==> config.mk <==
export PLATFORM = sky130hd
export DESIGN_NAME = tick_task_scheduler_core
export DESIGN_NICKNAME = d
export VERILOG_FILES = /design/src/tts_pkg.sv /design/src/tts_ctrl.sv /design/src/tts_dpath.sv /design/src/tick_task_scheduler_core.sv
export SDC_FILE = /design/constraint.sdc
export NUM_CORES = 2
export LEC_CHECK = 0
export BUFFER_PORTS_ARGS = -buffer_cell sky130_fd_sc_hd__buf_2
export CORE_UTILIZATION = 30
export CTS_BUF_LIST = sky130_fd_sc_hd__clkbuf_4 sky130_fd_sc_hd__clkbuf_8
export CTS_CLUSTER_SIZE = 28
export DETAILED_ROUTE_END_ITERATION = 8
export RECOVER_POWER = 100
export SYNTH_ARGS = -nofsm -noshare
export SYNTH_HDL_FRONTEND = slang
export SYNTH_SLANG_ARGS = --single-unit
==> constraint.sdc <==
create_clock -name clk -period 6.7 [get_ports clk]
set_clock_uncertainty 0.1 [all_clocks]
set_input_delay 0.335 -clock clk [delete_from_list [all_inputs] [get_ports clk]]
set_output_delay 0.335 -clock clk [all_outputs]
set_load 0.01 [all_outputs]
==> src/tts_pkg.sv <==
// Shared types and codes for the tick task scheduler.
// No dependencies; imported by every module of the block.
package tts_pkg;

  typedef enum logic [3:0] {
    ACT_INIT         = 4'd0,
    ACT_CREATE       = 4'd1,
    ACT_CREATE_START = 4'd2,
    ACT_SET_EXTRA    = 4'd3,
    ACT_SET_DUE      = 4'd4,
    ACT_SET_DELAY    = 4'd5,
    ACT_AWAKE        = 4'd6,
    ACT_SLEEP        = 4'd7,
    ACT_UPDATE       = 4'd8
  } action_t;

  localparam logic [1:0] KIND_ONESHOT     = 2'd0;
  localparam logic [1:0] KIND_PERIODIC    = 2'd1;
  localparam logic [1:0] KIND_CONDITIONAL = 2'd2;

  localparam logic [1:0] ST_OK          = 2'd0;
  localparam logic [1:0] ST_QUEUE_FULL  = 2'd1;
  localparam logic [1:0] ST_NOT_CREATED = 2'd2;

  localparam logic [4:0] MAX_REPORTS = 5'd16;

  typedef struct packed {
    logic [3:0]  action;
    logic [3:0]  task_index;
    logic [1:0]  task_kind;
    logic        has_callback;
    logic [31:0] value;
    logic        condition_present;
    logic [31:0] now;
    logic [15:0] condition_flags;
  } in_t;

  typedef struct packed {
    logic [1:0] status;
    logic [3:0] task_index_res;
    logic       fired;
    logic       last;
  } out_t;

  typedef enum logic [2:0] {
    S_IDLE,
    S_CMD,
    S_RD,
    S_EVAL,
    S_FIN
  } state_t;

  typedef struct packed {
    logic load;
    logic exec;
    logic rd;
    logic eval;
    logic fin;
  } cmd_t;

  typedef struct packed {
    logic scan_go;
    logic out_free;
    logic eval_block;
    logic scan_last;
  } sts_t;

endpackage

==> src/tts_ctrl.sv <==
// Controller state machine of the tick task scheduler.
// Depends on tts_pkg; drives commands to tts_dpath.
module tts_ctrl import tts_pkg::*; (
  input  logic clk,
  input  logic rst_n,
  input  logic in_valid,
  output logic in_stall,
  input  sts_t sts,
  output cmd_t cmd
);

  state_t state_r, state_nxt;

  always_ff @(posedge clk) begin
    if (!rst_n) begin
      state_r <= S_IDLE;
    end else begin
      state_r <= state_nxt;
    end
  end

  always_comb begin
    state_nxt = state_r;
    cmd       = '0;
    in_stall  = (state_r != S_IDLE);
    unique case (state_r)
      S_IDLE: begin
        if (in_valid) begin
          cmd.load  = 1'b1;
          state_nxt = S_CMD;
        end
      end
      S_CMD: begin
        if (sts.scan_go) begin
          state_nxt = S_RD;
        end else if (sts.out_free) begin
          cmd.exec  = 1'b1;
          state_nxt = S_IDLE;
        end
      end
      S_RD: begin
        cmd.rd    = 1'b1;
        state_nxt = S_EVAL;
      end
      S_EVAL: begin
        if (!sts.eval_block) begin
          cmd.eval  = 1'b1;
          state_nxt = sts.scan_last ? S_FIN : S_RD;
        end
      end
      S_FIN: begin
        if (sts.out_free) begin
          cmd.fin   = 1'b1;
          state_nxt = S_IDLE;
        end
      end
      default: state_nxt = S_IDLE;
    endcase
  end

endmodule

==> src/tts_dpath.sv <==
// Datapath of the tick task scheduler: task table, due/period memories,
// scan pointer, pending fire report and output register. Depends on tts_pkg.
module tts_dpath import tts_pkg::*; #(
  parameter int          QUEUE_SIZE   = 16,
  parameter logic [31:0] PERIOD_LIMIT = 32'd2147483647
) (
  input  logic clk,
  input  logic rst_n,
  input  in_t  in_data,
  input  cmd_t cmd,
  output sts_t sts,
  input  logic out_stall,
  output logic out_valid,
  output out_t out_data
);

  localparam int IDX_W = (QUEUE_SIZE > 1) ? $clog2(QUEUE_SIZE) : 1;
  localparam int CNT_W = $clog2(QUEUE_SIZE + 1);
  localparam logic [CNT_W-1:0] QS_CNT = CNT_W'(QUEUE_SIZE);

  in_t              item_r;
  logic [CNT_W-1:0] count_r, count_nxt;
  logic [31:0]      prev_r, prev_nxt;
  logic [1:0]       kind_r [QUEUE_SIZE];
  logic [QUEUE_SIZE-1:0] awake_r, cb_r, cv_r, pv_r;
  logic [QUEUE_SIZE-1:0] awake_nxt, cb_nxt, cv_nxt, pv_nxt;
  logic [1:0]       kind_nxt;
  logic             kind_we;
  logic [IDX_W-1:0] kind_addr;

  logic [31:0]      due_mem [QUEUE_SIZE];
  logic [30:0]      per_mem [QUEUE_SIZE];
  logic             due_we, per_we;
  logic [IDX_W-1:0] due_addr, per_addr;
  logic [31:0]      due_wdata;
  logic [30:0]      per_wdata;
  logic [31:0]      rd_due_r;
  logic [30:0]      rd_per_r;

  logic [IDX_W-1:0] scan_r, scan_nxt;
  logic [4:0]       nrep_r, nrep_nxt;
  logic             pend_v_r, pend_v_nxt;
  logic [3:0]       pend_idx_r, pend_idx_nxt;

  logic             out_valid_r, out_valid_nxt;
  out_t             out_r, out_nxt;
  logic             out_free, emit;

  logic [7:0]       ti_ext, scan_ext;
  logic [IDX_W-1:0] cmd_addr, slot;
  logic             idx_ok, full, val_period_ok;
  logic [1:0]       new_kind, cur_kind;
  logic [31:0]      diff;
  logic             act, cbit, fire, rep;

  assign out_free      = !out_valid_r || !out_stall;
  assign ti_ext        = 8'(item_r.task_index);
  assign scan_ext      = 8'(scan_r);
  assign cmd_addr      = ti_ext[IDX_W-1:0];
  assign slot          = count_r[IDX_W-1:0];
  assign idx_ok        = (CNT_W + 4)'(item_r.task_index) < (CNT_W + 4)'(count_r);
  assign full          = (count_r >= QS_CNT);
  assign val_period_ok = (item_r.value != 32'd0) && (item_r.value <= PERIOD_LIMIT);
  assign new_kind      = (item_r.task_kind == 2'd3) ? KIND_ONESHOT : item_r.task_kind;
  assign cur_kind      = kind_r[scan_r];

  // scan evaluation for entry scan_r, using registered memory reads
  assign diff = item_r.now - rd_due_r;
  assign act  = awake_r[scan_r] && cb_r[scan_r];
  assign cbit = (scan_ext < 8'd16) ? item_r.condition_flags[scan_ext[3:0]] : 1'b0;
  always_comb begin
    if (cur_kind == KIND_CONDITIONAL) begin
      fire = act && cv_r[scan_r] && cbit;
    end else begin
      fire = act && !diff[31];
    end
  end
  assign rep = fire && (nrep_r < MAX_REPORTS);

  assign sts.scan_go    = (item_r.action == ACT_UPDATE) && (item_r.now != prev_r)
                          && (count_r != '0);
  assign sts.out_free   = out_free;
  assign sts.eval_block = rep && pend_v_r && !out_free;
  assign sts.scan_last  = ((CNT_W + 1)'(scan_r) + (CNT_W + 1)'(1)) >= (CNT_W + 1)'(count_r);

  always_comb begin
    count_nxt    = count_r;
    prev_nxt     = prev_r;
    awake_nxt    = awake_r;
    cb_nxt       = cb_r;
    cv_nxt       = cv_r;
    pv_nxt       = pv_r;
    kind_we      = 1'b0;
    kind_addr    = slot;
    kind_nxt     = new_kind;
    due_we       = 1'b0;
    due_addr     = cmd_addr;
    due_wdata    = item_r.value;
    per_we       = 1'b0;
    per_addr     = cmd_addr;
    per_wdata    = item_r.value[30:0];
    scan_nxt     = scan_r;
    nrep_nxt     = nrep_r;
    pend_v_nxt   = pend_v_r;
    pend_idx_nxt = pend_idx_r;
    emit         = 1'b0;
    out_nxt      = '{status: ST_OK, task_index_res: 4'd0, fired: 1'b0, last: 1'b1};

    if (cmd.load) begin
      scan_nxt   = '0;
      nrep_nxt   = '0;
      pend_v_nxt = 1'b0;
    end

    if (cmd.exec) begin
      emit = 1'b1;
      unique case (item_r.action)
        ACT_INIT: begin
          count_nxt = '0;
          prev_nxt  = item_r.now - 32'd1;
        end
        ACT_CREATE, ACT_CREATE_START: begin
          if (full) begin
            out_nxt.status = ST_QUEUE_FULL;
          end else begin
            count_nxt       = count_r + CNT_W'(1);
            kind_we         = 1'b1;
            cb_nxt[slot]    = item_r.has_callback;
            due_we          = 1'b1;
            due_addr        = slot;
            per_addr        = slot;
            out_nxt.task_index_res = ti_ext[3:0] ^ ti_ext[3:0] ^ 4'(count_r);
            if (item_r.action == ACT_CREATE_START) begin
              due_wdata       = item_r.now;
              awake_nxt[slot] = 1'b1;
              if (new_kind == KIND_PERIODIC && val_period_ok) begin
                per_we       = 1'b1;
                pv_nxt[slot] = 1'b1;
              end
              if (new_kind == KIND_CONDITIONAL && item_r.condition_present) begin
                cv_nxt[slot] = 1'b1;
              end
            end else begin
              due_wdata       = 32'hFFFF_FFFF;
              awake_nxt[slot] = 1'b0;
            end
          end
        end
        ACT_SET_EXTRA, ACT_SET_DUE, ACT_SET_DELAY, ACT_AWAKE, ACT_SLEEP: begin
          if (!idx_ok) begin
            out_nxt.status = ST_NOT_CREATED;
          end else begin
            unique case (item_r.action)
              ACT_SET_EXTRA: begin
                if (kind_r[cmd_addr] == KIND_PERIODIC && val_period_ok) begin
                  per_we           = 1'b1;
                  pv_nxt[cmd_addr] = 1'b1;
                end
                if (kind_r[cmd_addr] == KIND_CONDITIONAL && item_r.condition_present) begin
                  cv_nxt[cmd_addr] = 1'b1;
                end
              end
              ACT_SET_DUE:   due_we = 1'b1;
              ACT_SET_DELAY: begin
                due_we    = 1'b1;
                due_wdata = item_r.now + item_r.value;
              end
              ACT_AWAKE:     awake_nxt[cmd_addr] = 1'b1;
              default:       awake_nxt[cmd_addr] = 1'b0;
            endcase
          end
        end
        ACT_UPDATE: prev_nxt = item_r.now;
        default: ;
      endcase
    end

    if (cmd.eval) begin
      scan_nxt = scan_r + IDX_W'(1);
      if (fire) begin
        if (cur_kind == KIND_PERIODIC && pv_r[scan_r]) begin
          due_we    = 1'b1;
          due_addr  = scan_r;
          due_wdata = rd_due_r + {1'b0, rd_per_r};
        end else begin
          awake_nxt[scan_r] = 1'b0;
        end
      end
      if (rep) begin
        if (pend_v_r) begin
          emit    = 1'b1;
          out_nxt = '{status: ST_OK, task_index_res: pend_idx_r, fired: 1'b1, last: 1'b0};
        end
        pend_v_nxt   = 1'b1;
        pend_idx_nxt = scan_ext[3:0];
        nrep_nxt     = nrep_r + 5'd1;
      end
    end

    if (cmd.fin) begin
      emit     = 1'b1;
      prev_nxt = item_r.now;
      if (pend_v_r) begin
        out_nxt = '{status: ST_OK, task_index_res: pend_idx_r, fired: 1'b1, last: 1'b1};
      end
    end

    if (emit) begin
      out_valid_nxt = 1'b1;
    end else if (!out_stall) begin
      out_valid_nxt = 1'b0;
    end else begin
      out_valid_nxt = out_valid_r;
    end
  end

  always_ff @(posedge clk) begin
    if (!rst_n) begin
      count_r     <= '0;
      prev_r      <= '0;
      awake_r     <= '0;
      cb_r        <= '0;
      cv_r        <= '0;
      pv_r        <= '0;
      pend_v_r    <= 1'b0;
      out_valid_r <= 1'b0;
      scan_r      <= '0;
      nrep_r      <= '0;
      for (int i = 0; i < QUEUE_SIZE; i++) begin
        kind_r[i] <= KIND_ONESHOT;
      end
    end else begin
      count_r     <= count_nxt;
      prev_r      <= prev_nxt;
      awake_r     <= awake_nxt;
      cb_r        <= cb_nxt;
      cv_r        <= cv_nxt;
      pv_r        <= pv_nxt;
      pend_v_r    <= pend_v_nxt;
      out_valid_r <= out_valid_nxt;
      scan_r      <= scan_nxt;
      nrep_r      <= nrep_nxt;
      if (kind_we) begin
        kind_r[kind_addr] <= kind_nxt;
      end
    end
  end

  always_ff @(posedge clk) begin
    if (cmd.load) begin
      item_r <= in_data;
    end
    if (emit) begin
      out_r <= out_nxt;
    end
    pend_idx_r <= pend_idx_nxt;
  end

  // task memories: one write and one registered read per cycle
  always_ff @(posedge clk) begin
    if (due_we) begin
      due_mem[due_addr] <= due_wdata;
    end
    if (per_we) begin
      per_mem[per_addr] <= per_wdata;
    end
    if (cmd.rd) begin
      rd_due_r <= due_mem[scan_r];
      rd_per_r <= per_mem[scan_r];
    end
  end

  assign out_valid = out_valid_r;
  assign out_data  = out_r;

endmodule

==> src/tick_task_scheduler_core.sv <==
// Tick task scheduler: one command beat at a time, result in an output register.
// Non-update commands: the beat is loaded, then executed once the output register is free;
// the result is registered. Update with a new tick and at least one task: each task entry
// takes a memory read step and an evaluate step, plus waits while a fire report is
// stalled. Update with the same tick or an empty table is executed like any command.
// Reset (rst_n low, synchronous) clears the task count, the tick and all task flags.
// Depends on tts_pkg, tts_ctrl and tts_dpath.
module tick_task_scheduler_core import tts_pkg::*; #(
  parameter int          QUEUE_SIZE   = 16,
  parameter logic [31:0] PERIOD_LIMIT = 32'd2147483647
) (
  input  logic clk,
  input  logic rst_n,
  input  logic in_valid,
  output logic in_stall,
  input  in_t  in_data,
  output logic out_valid,
  input  logic out_stall,
  output out_t out_data
);

  cmd_t cmd;
  sts_t sts;

  // controller sequences each beat; datapath holds the table and reports fires
  tts_ctrl u_ctrl (
    .clk      (clk),
    .rst_n    (rst_n),
    .in_valid (in_valid),
    .in_stall (in_stall),
    .sts      (sts),
    .cmd      (cmd)
  );

  tts_dpath #(
    .QUEUE_SIZE   (QUEUE_SIZE),
    .PERIOD_LIMIT (PERIOD_LIMIT)
  ) u_dpath (
    .clk       (clk),
    .rst_n     (rst_n),
    .in_data   (in_data),
    .cmd       (cmd),
    .sts       (sts),
    .out_stall (out_stall),
    .out_valid (out_valid),
    .out_data  (out_data)
  );

endmodule
**After elaboration in Yosys (flattened, before gate mapping)**

Memories as Yosys holds them, arrays and structs flattened. A register that Yosys moved wholly into a read port is not among the register bits.
Index checks and enable logic that the tools add are counted.

- Add/sub/neg operators: 8
- Magnitude comparators: 12
- Equality and inequality tests: 31
- Mux-type cells: 136
- Bitwise logic cells: 15
- Reductions and logical operators: 45

Operators with widths:

| operator | number |
|---|---|
| 32-bit 2-to-1 mux | 10 |
| 16-bit 2-to-1 mux | 19 |
| 16-bit case mux with 2 select lines | 4 |
| 32-bit case mux with 2 select lines | 2 |
| 16-bit bitwise OR | 6 |
| 4-bit 2-to-1 mux | 14 |
| 1-bit 2-to-1 mux | 55 |
| 16-bit bitwise AND | 3 |
| 16-bit inverter | 3 |
| 8-bit 2-to-1 mux | 5 |
| 32-bit by 31-bit adder with 32-bit output | 1 |
| 32-bit adder | 1 |
| 32-bit by 31-bit less-or-equal comparator with 1-bit output (second input constant) | 1 |
| 32-bit != test | 1 |
| 32-bit nonzero test | 1 |
| 32-bit by 1-bit subtractor with 32-bit output (second input constant) | 1 |
| 32-bit subtractor | 1 |
| 1-bit binary-select mux with 4-bit select | 5 |
| 4-bit by 5-bit < comparator with 1-bit output (second input constant) | 4 |
| 5-bit 2-to-1 mux | 4 |
| 1-bit logical AND | 18 |
| 16-bit bitwise mux | 1 |
| 4-bit by 3-bit == test with 1-bit output (second input constant) | 4 |
| 2-bit by 1-bit != test with 1-bit output (second input constant) | 8 |
| 40 further kinds | 75 |

- Bits in registers: 219
- Memory bits (writable): 1040
- Logic and storage cells: 274
- Memories: 3

Memories:

| name | words | bits a word | read ports | clocked after memory_dff | wr ports | RTL line | RTL |
|---|---|---|---|---|---|---|---|
| u_dpath.due_mem | 16 | 32 | 1 | 1 | 1 | tts_dpath.sv:31 | `logic [31:0] due_mem [QUEUE_SIZE];` |
| u_dpath.per_mem | 16 | 31 | 1 | 1 | 1 | tts_dpath.sv:32 | `logic [30:0] per_mem [QUEUE_SIZE];` |
| u_dpath.kind_r | 16 | 2 | 2 | 2 | 16 | tts_dpath.sv:24 | `logic [1:0] kind_r [QUEUE_SIZE];` |

**Logic depth before layout (Yosys ltp)**

- Word-level depth: 14
- Gate-level depth with buffers: 15

**Hierarchy**

Synthesis repeated with hierarchy kept, for this count alone.

- Cells, all modules: 3539
- Area, all modules: 57350.0 um^2

Modules (own cells, without submodules):

| module | times used | cells an instance | area an instance (um^2) |
|---|---|---|---|
| tts_dpath | 1 | 3508 | 57113.5 |
| tts_ctrl | 1 | 31 | 236.5 |

**Worst setup path before layout**

Ideal clock, no wire load.

- Path type: register to register
- From: register u_dpath.count_r[0]
- To: memory u_dpath.due_mem[4][0] (enable)
- Library setup time: 433 ps
- Arrival: 4419 ps
- Required time: 6167 ps
- Path slack: 1748 ps
- Cell stages (with the launch flop): 14
- Buffers on the path: 4
- Clock period less this slack: 4952 ps
- Path through: dfxtp_1 -> clkbuf_1 -> inv_1 -> ha_1 -> clkbuf_1 -> nand2_1 -> nor2_1 -> a211oi_1 -> or3_1 -> clkbuf_1 -> nor3_2 -> buf_2 -> a21oi_1 -> o22ai_1

- Longest elaborated chain between the ends: 10
- Elaborated cells between the ends (all ways): 21
- Classes of those cells: order compare (2); mux (17); reduce/logical (2)

RTL lines:

| item | RTL line | RTL |
|---|---|---|
| from (decl) | tts_dpath.sv:22 | `logic [CNT_W-1:0] count_r, count_nxt;` |
| from (signal assigned) | tts_dpath.sv:233 | `count_r <= count_nxt;` |
| parallel branches: the longest is 10 deep, another holds 4-bit by 5-bit < comparator with 1-bit output | -- |  |
| to (decl) | tts_dpath.sv:31 |  |

Several ways; the timed one is not identified.

**Worst setup path after layout**

- From: register u_dpath.item_r[25] (netlist bit)
- To: memory u_dpath.per_mem[7][0] (enable)

- Longest elaborated chain between the ends: 8
- Elaborated cells between the ends (all ways): 9
- Classes of those cells: eq/ne (1); mux (6); reduce/logical (2)

RTL lines:

| item | RTL line | RTL |
|---|---|---|
| from (decl) | tts_dpath.sv:21 | `in_t item_r;` |
| from (signal assigned) | tts_dpath.sv:251 | `item_r <= in_data;` |
| 32-bit != test (*) | tts_dpath.sv:80 | `assign sts.scan_go = (item_r.action == ACT_UPDATE) && (item_r.now != prev_r)` |
| 1-bit logical AND (*) | tts_dpath.sv:80 |  |
| 1-bit logical AND (*) | tts_dpath.sv:81 | `&& (count_r != '0);` |
| 1-bit 2-to-1 mux (*) | tts_ctrl.sv:34 | `if (sts.scan_go) begin` |
| 1-bit 2-to-1 mux (*) | tts_ctrl.sv:26 | `unique case (state_r)` |
| 1-bit 2-to-1 mux | tts_dpath.sv:115 | `if (cmd.exec) begin` |
| 1-bit 2-to-1 mux | tts_dpath.sv:264 | `if (per_we) begin` |
| 1-bit 2-to-1 mux (implied by the code) | tts_dpath.sv:265 | `per_mem[per_addr] <= per_wdata;` |
| to (decl) | tts_dpath.sv:32 |  |

Every way passes the cells marked *; elsewhere a longest branch is shown, timed or not.

==> metrics.txt <==
# TYPE chip_impl_metric gauge
chip_impl_metric{name="maxClockFrequency",unit="MHz"} 166
chip_impl_metric{name="clkTransAtPathRegs",unit="ps"} 60
chip_impl_metric{name="first_pass_iters",unit=""} 7
chip_impl_metric{name="instance_count_of_the_mapped_netlist",unit=""} 3471
chip_impl_metric{name="flow.area_growth_from_synthesis",unit="%"} 17.0
chip_impl_metric{name="routed_wire_length_per_instance",unit="microns"} 25.9
chip_impl_metric{name="numCtsBuffers",unit=""} 214
chip_impl_metric{name="syn_area_per_cell",unit="sq um"} 16.5
chip_impl_info{name="dominantRegCellSynth",value="edfxtp_1"} 1
chip_impl_info{name="clk_root_buffer_cell",value="clkbuf_8"} 1
chip_impl_metric{name="worstPathMaxFanout",unit=""} 23
chip_impl_info{name="setup.worst_path.start_class",value="flop"} 1
chip_impl_info{name="timing_worst_setup_path_type",value="reg -> reg"} 1
chip_impl_metric{name="timing_hold_violations_final",unit=""} 0
chip_impl_metric{name="first_pass_grt_wire_length",unit="microns"} 243000
chip_impl_metric{name="worstMarginPinSlew",unit="ps"} 4540
chip_impl_metric{name="timing.final.crit_period",unit="ps"} 6010
chip_impl_metric{name="total_power",unit="mW"} 17.2
chip_impl_metric{name="vias_in_the_first_global_route",unit=""} 34100
chip_impl_metric{name="max_cap_viol_count",unit=""} 22
chip_impl_metric{name="yosysWarningCount",unit=""} 0
chip_impl_info{name="min_to",value="u_dpath.item_r[57]"} 1
chip_impl_metric{name="detail_route.vias_per_cell",unit=""} 5.22
chip_impl_metric{name="ys_async_sr_fraction",unit="%"} 0
chip_impl_info{name="outcome",value="finished, violations left"} 1
chip_impl_info{name="end_kind",value="flop"} 1
chip_impl_info{name="critical_path.reg2reg.endpoint",value="u_dpath.per_mem[7][0]"} 1
chip_impl_metric{name="flop2flop_setup_slack",unit="ps"} 690
chip_impl_metric{name="timing.hold.worst_path_depth",unit=""} 2
chip_impl_info{name="cts_tree",value="built"} 1
chip_impl_metric{name="cts-hold-fix-buffers",unit=""} 148
chip_impl_metric{name="num_rows",unit=""} 159
chip_impl_metric{name="antenna_found_initial",unit=""} 4
chip_impl_metric{name="mappedNetlistArea",unit="sq mm"} 0.0572
chip_impl_metric{name="synth_nets",unit=""} 3679
chip_impl_metric{name="power_density",unit="mW/mm^2"} 258
chip_impl_metric{name="irDropWorstVdd",unit="mV"} 0.186
chip_impl_metric{name="io_pins",unit=""} 106
chip_impl_metric{name="slew_headroom",unit="%"} -203
chip_impl_metric{name="route.detailed.drc",unit=""} 0
chip_impl_metric{name="final_nets",unit=""} 4084
chip_impl_metric{name="critPathRequiredTime",unit="ps"} 7090
chip_impl_metric{name="die_outline_area",unit="sq mm"} 0.192
chip_impl_metric{name="leakagePower",unit="nW"} 21.1
chip_impl_metric{name="gp_congestion",unit=""} 0.935
chip_impl_metric{name="clock_latency",unit="ps"} 970
chip_impl_metric{name="post_cts_resize_count",unit=""} 0
chip_impl_metric{name="cts.sink_count",unit=""} 1330
chip_impl_metric{name="port-buffer-count",unit=""} 105
chip_impl_metric{name="totalWireLength",unit="microns"} 170000
chip_impl_metric{name="synth_enable_flop_cells",unit=""} 1207
chip_impl_metric{name="post_route_cells_drive_above_1_share",unit="%"} 21.1
chip_impl_metric{name="die_y",unit="microns"} 439
chip_impl_metric{name="ant_nets",unit=""} 0
chip_impl_metric{name="synthDistinctLibCells",unit=""} 80
chip_impl_metric{name="cts_htree_levels",unit=""} 4
chip_impl_metric{name="synth.ff_latch_count",unit=""} 1330
chip_impl_metric{name="setup_total_negative_slack",unit="ps"} 0
chip_impl_metric{name="largest_net_degree_at_the_start_of_global_routing",unit=""} 102
chip_impl_metric{name="post-cts-setup-buffer-count",unit=""} 0
chip_impl_metric{name="critPathArrivalTime",unit="ps"} 6400
chip_impl_metric{name="initialDrtViolationCount",unit=""} 3490
chip_impl_metric{name="core_outline_area",unit="sq mm"} 0.189
chip_impl_info{name="unrepaired_setup_endpoints_after_global_routing",value="false"} 1
chip_impl_info{name="r2r-start",value="u_dpath.item_r[25]"} 1
chip_impl_metric{name="synth_sequential_area_ratio",unit="%"} 67.7
chip_impl_metric{name="route.vias.total",unit=""} 34300
chip_impl_info{name="timing.hold.worst.class",value="in -> reg"} 1
chip_impl_metric{name="dieWidth",unit="microns"} 439
chip_impl_metric{name="dp_hpwl",unit="microns"} 111000
chip_impl_info{name="violated_checks",value="capacitance limit, slew limit"} 1
chip_impl_info{name="worst_hold_startpoint",value="in_data[57]"} 1
chip_impl_metric{name="setup-violations-final",unit=""} 0
chip_impl_metric{name="reg2reg_depth",unit=""} 12
chip_impl_metric{name="grt_util_all_layers",unit="%"} 17.5
chip_impl_metric{name="fillCellCount",unit=""} 17800
chip_impl_metric{name="timing.final.crit_share",unit="%"} 89.7
chip_impl_metric{name="clockBufferDepth",unit=""} 3
chip_impl_metric{name="initial_core_utilization",unit="%"} 30.3
chip_impl_metric{name="globalRoute.totalOverflow",unit=""} 0
chip_impl_metric{name="final-max-slew-violation-count",unit=""} 592
## state kept, by name (all words and copies together) (netlist names), 3 cells and up, named ones only
name and flops:
u_dpath.cmd_addr 4, u_dpath.out_data 8, u_dpath.rd_due_r 32, u_dpath.count_r 5
u_dpath.nrep_r 5, u_dpath.per_mem 496, u_dpath.cb_r 16, u_dpath.awake_r 16
u_dpath.rd_per_r 31, u_dpath.due_mem 512, u_dpath.prev_r 32, u_dpath.item_r 88
u_dpath.scan_r 4, u_dpath.pv_r 16, u_ctrl.state_r 3, u_dpath.kind_r 32
u_dpath.pend_idx_r 4, u_dpath.cv_r 16
## layout make-up
| type | instances | area (sq um) | share of cell area (%) |
|---|---|---|---|
| diodes | 5 | 12.5 | 0.0187 |
| inverters | 61 | 230 | 0.344 |
| flip-flops and latches | 1330 | 38700 | 57.9 |
| clock buffers | 280 | 3450 | 5.16 |
| repair buffers | 383 | 2640 | 3.94 |
| multi-input cells | 1886 | 17800 | 26.7 |
| clock inverters | 118 | 906 | 1.35 |
| well taps | 2495 | 3120 | 4.66 |
## how the worst max path moves through the flow
| stage | to | from | slack [ps] | cells past startpoint |
|---|---|---|---|---|
| after detailed placement | u_dpath.per_mem[12][0] | u_dpath.item_r[22] | 1200 | 11 |
| after global routing | u_dpath.due_mem[1][2] | u_dpath.count_r[0] | 390 | 13 |
| after global placement | u_dpath.per_mem[12][10] | u_dpath.item_r[25] | 1210 | 11 |
| final | u_dpath.per_mem[7][0] | u_dpath.item_r[25] | 690 | 12 |
| after CTS | u_dpath.per_mem[12][3] | u_dpath.item_r[25] | 1130 | 11 |
| after floorplan | u_dpath.due_mem[4][0] | u_dpath.count_r[0] | 1750 | 13 |
## worst max-delay path: stages (launching register included)
cell      delay, ps
edfxtp_1        550
xnor2_1         230
nand4_1         170
nor4_1          680
a211oi_1        310
or3_1           400
buf_4           230
clkinv_1         90
o21ai_1         450
nor3_1          600
nand2_1         320
nor2_1          260
clkbuf_1       1120
## power by group
part           switching, mW  internal [mW]  total [mW]
combinational          0.549          0.272       0.821
clock                   3.34           3.79        7.14
sequential             0.114           9.17        9.28
total                   4.00           13.2        17.2
## per-layer routing
metal	GRT usage [%]	vias up	routed length (microns)
met5	0	-	13
met4	8.17	2	8950
met3	2.96	315	10700
met2	28.7	1427	81300
met1	22.5	17700	69100
li1	-	14800	-
## cell usage in the layout (no fill, tap or decap), drive strengths merged, types with 10 or more instances in the layout
cell type,instances
mux2i,13
xnor2,80
dfxtp,123
or3,21
and3,11
mux4,341
o21a,30
nand3,50
or4,12
nor2,214
nand2b,27
o211a,27
buf,79
edfxtp,1207
nor4,20
nand4,33
nor2b,17
o211ai,18
bufinv,10
o21ai,167
ha,110
nor3,41
clkinv,92
and2,10
a21o,40
clkbuf,436
xor2,36
a211oi,33
a21boi,11
a31oi,34
nand2,178
dlygate4sd3,148
a21oi,164
a22oi,10
a221oi,21
inv,72
o22ai,32
## stage by stage
stage	hold slack, ps	cells	util, %	setup WS [ps]	instance area, sq um
CTS	1.83	6551	35.7	1130	67400
detailed placement	342	6005	32.6	1200	61500
global route	31.0	6557	35.5	386	66900
floorplan	306	3471	-	1750	57200
finish	94.9	6558	35.5	691	66900
global placement	332	6005	32.6	1210	61500
## Yosys cell counts (all sizes together) (33+ instances only)
master	count	area [sq um]
nor2	214	813
nand2	178	668
xor2	36	315
buf	56	234
edfxtp	1207	36200
clkbuf	138	519
o21ai	167	836
inv	59	221
nand3	50	250
ha	110	1380
mux4	341	7680
a211oi	33	253
nand4	33	213
a31oi	34	213
a21o	40	300
nor3	41	220
dfxtp	123	2460
a21oi	164	821
xnor2	80	701
## cell families after synthesis
group / after synthesis / share of synthesized area (%)
buf+inv: 255 / 1.72
xor+xnor: 116 / 1.78
mux: 359 / 13.8
flops: 1330 / 67.7
compound gates: 643 / 7.13
fa+ha+maj: 112 / 2.48
simple gates: 656 / 5.48
No activity file was read; power rests on OpenSTA's default activity.
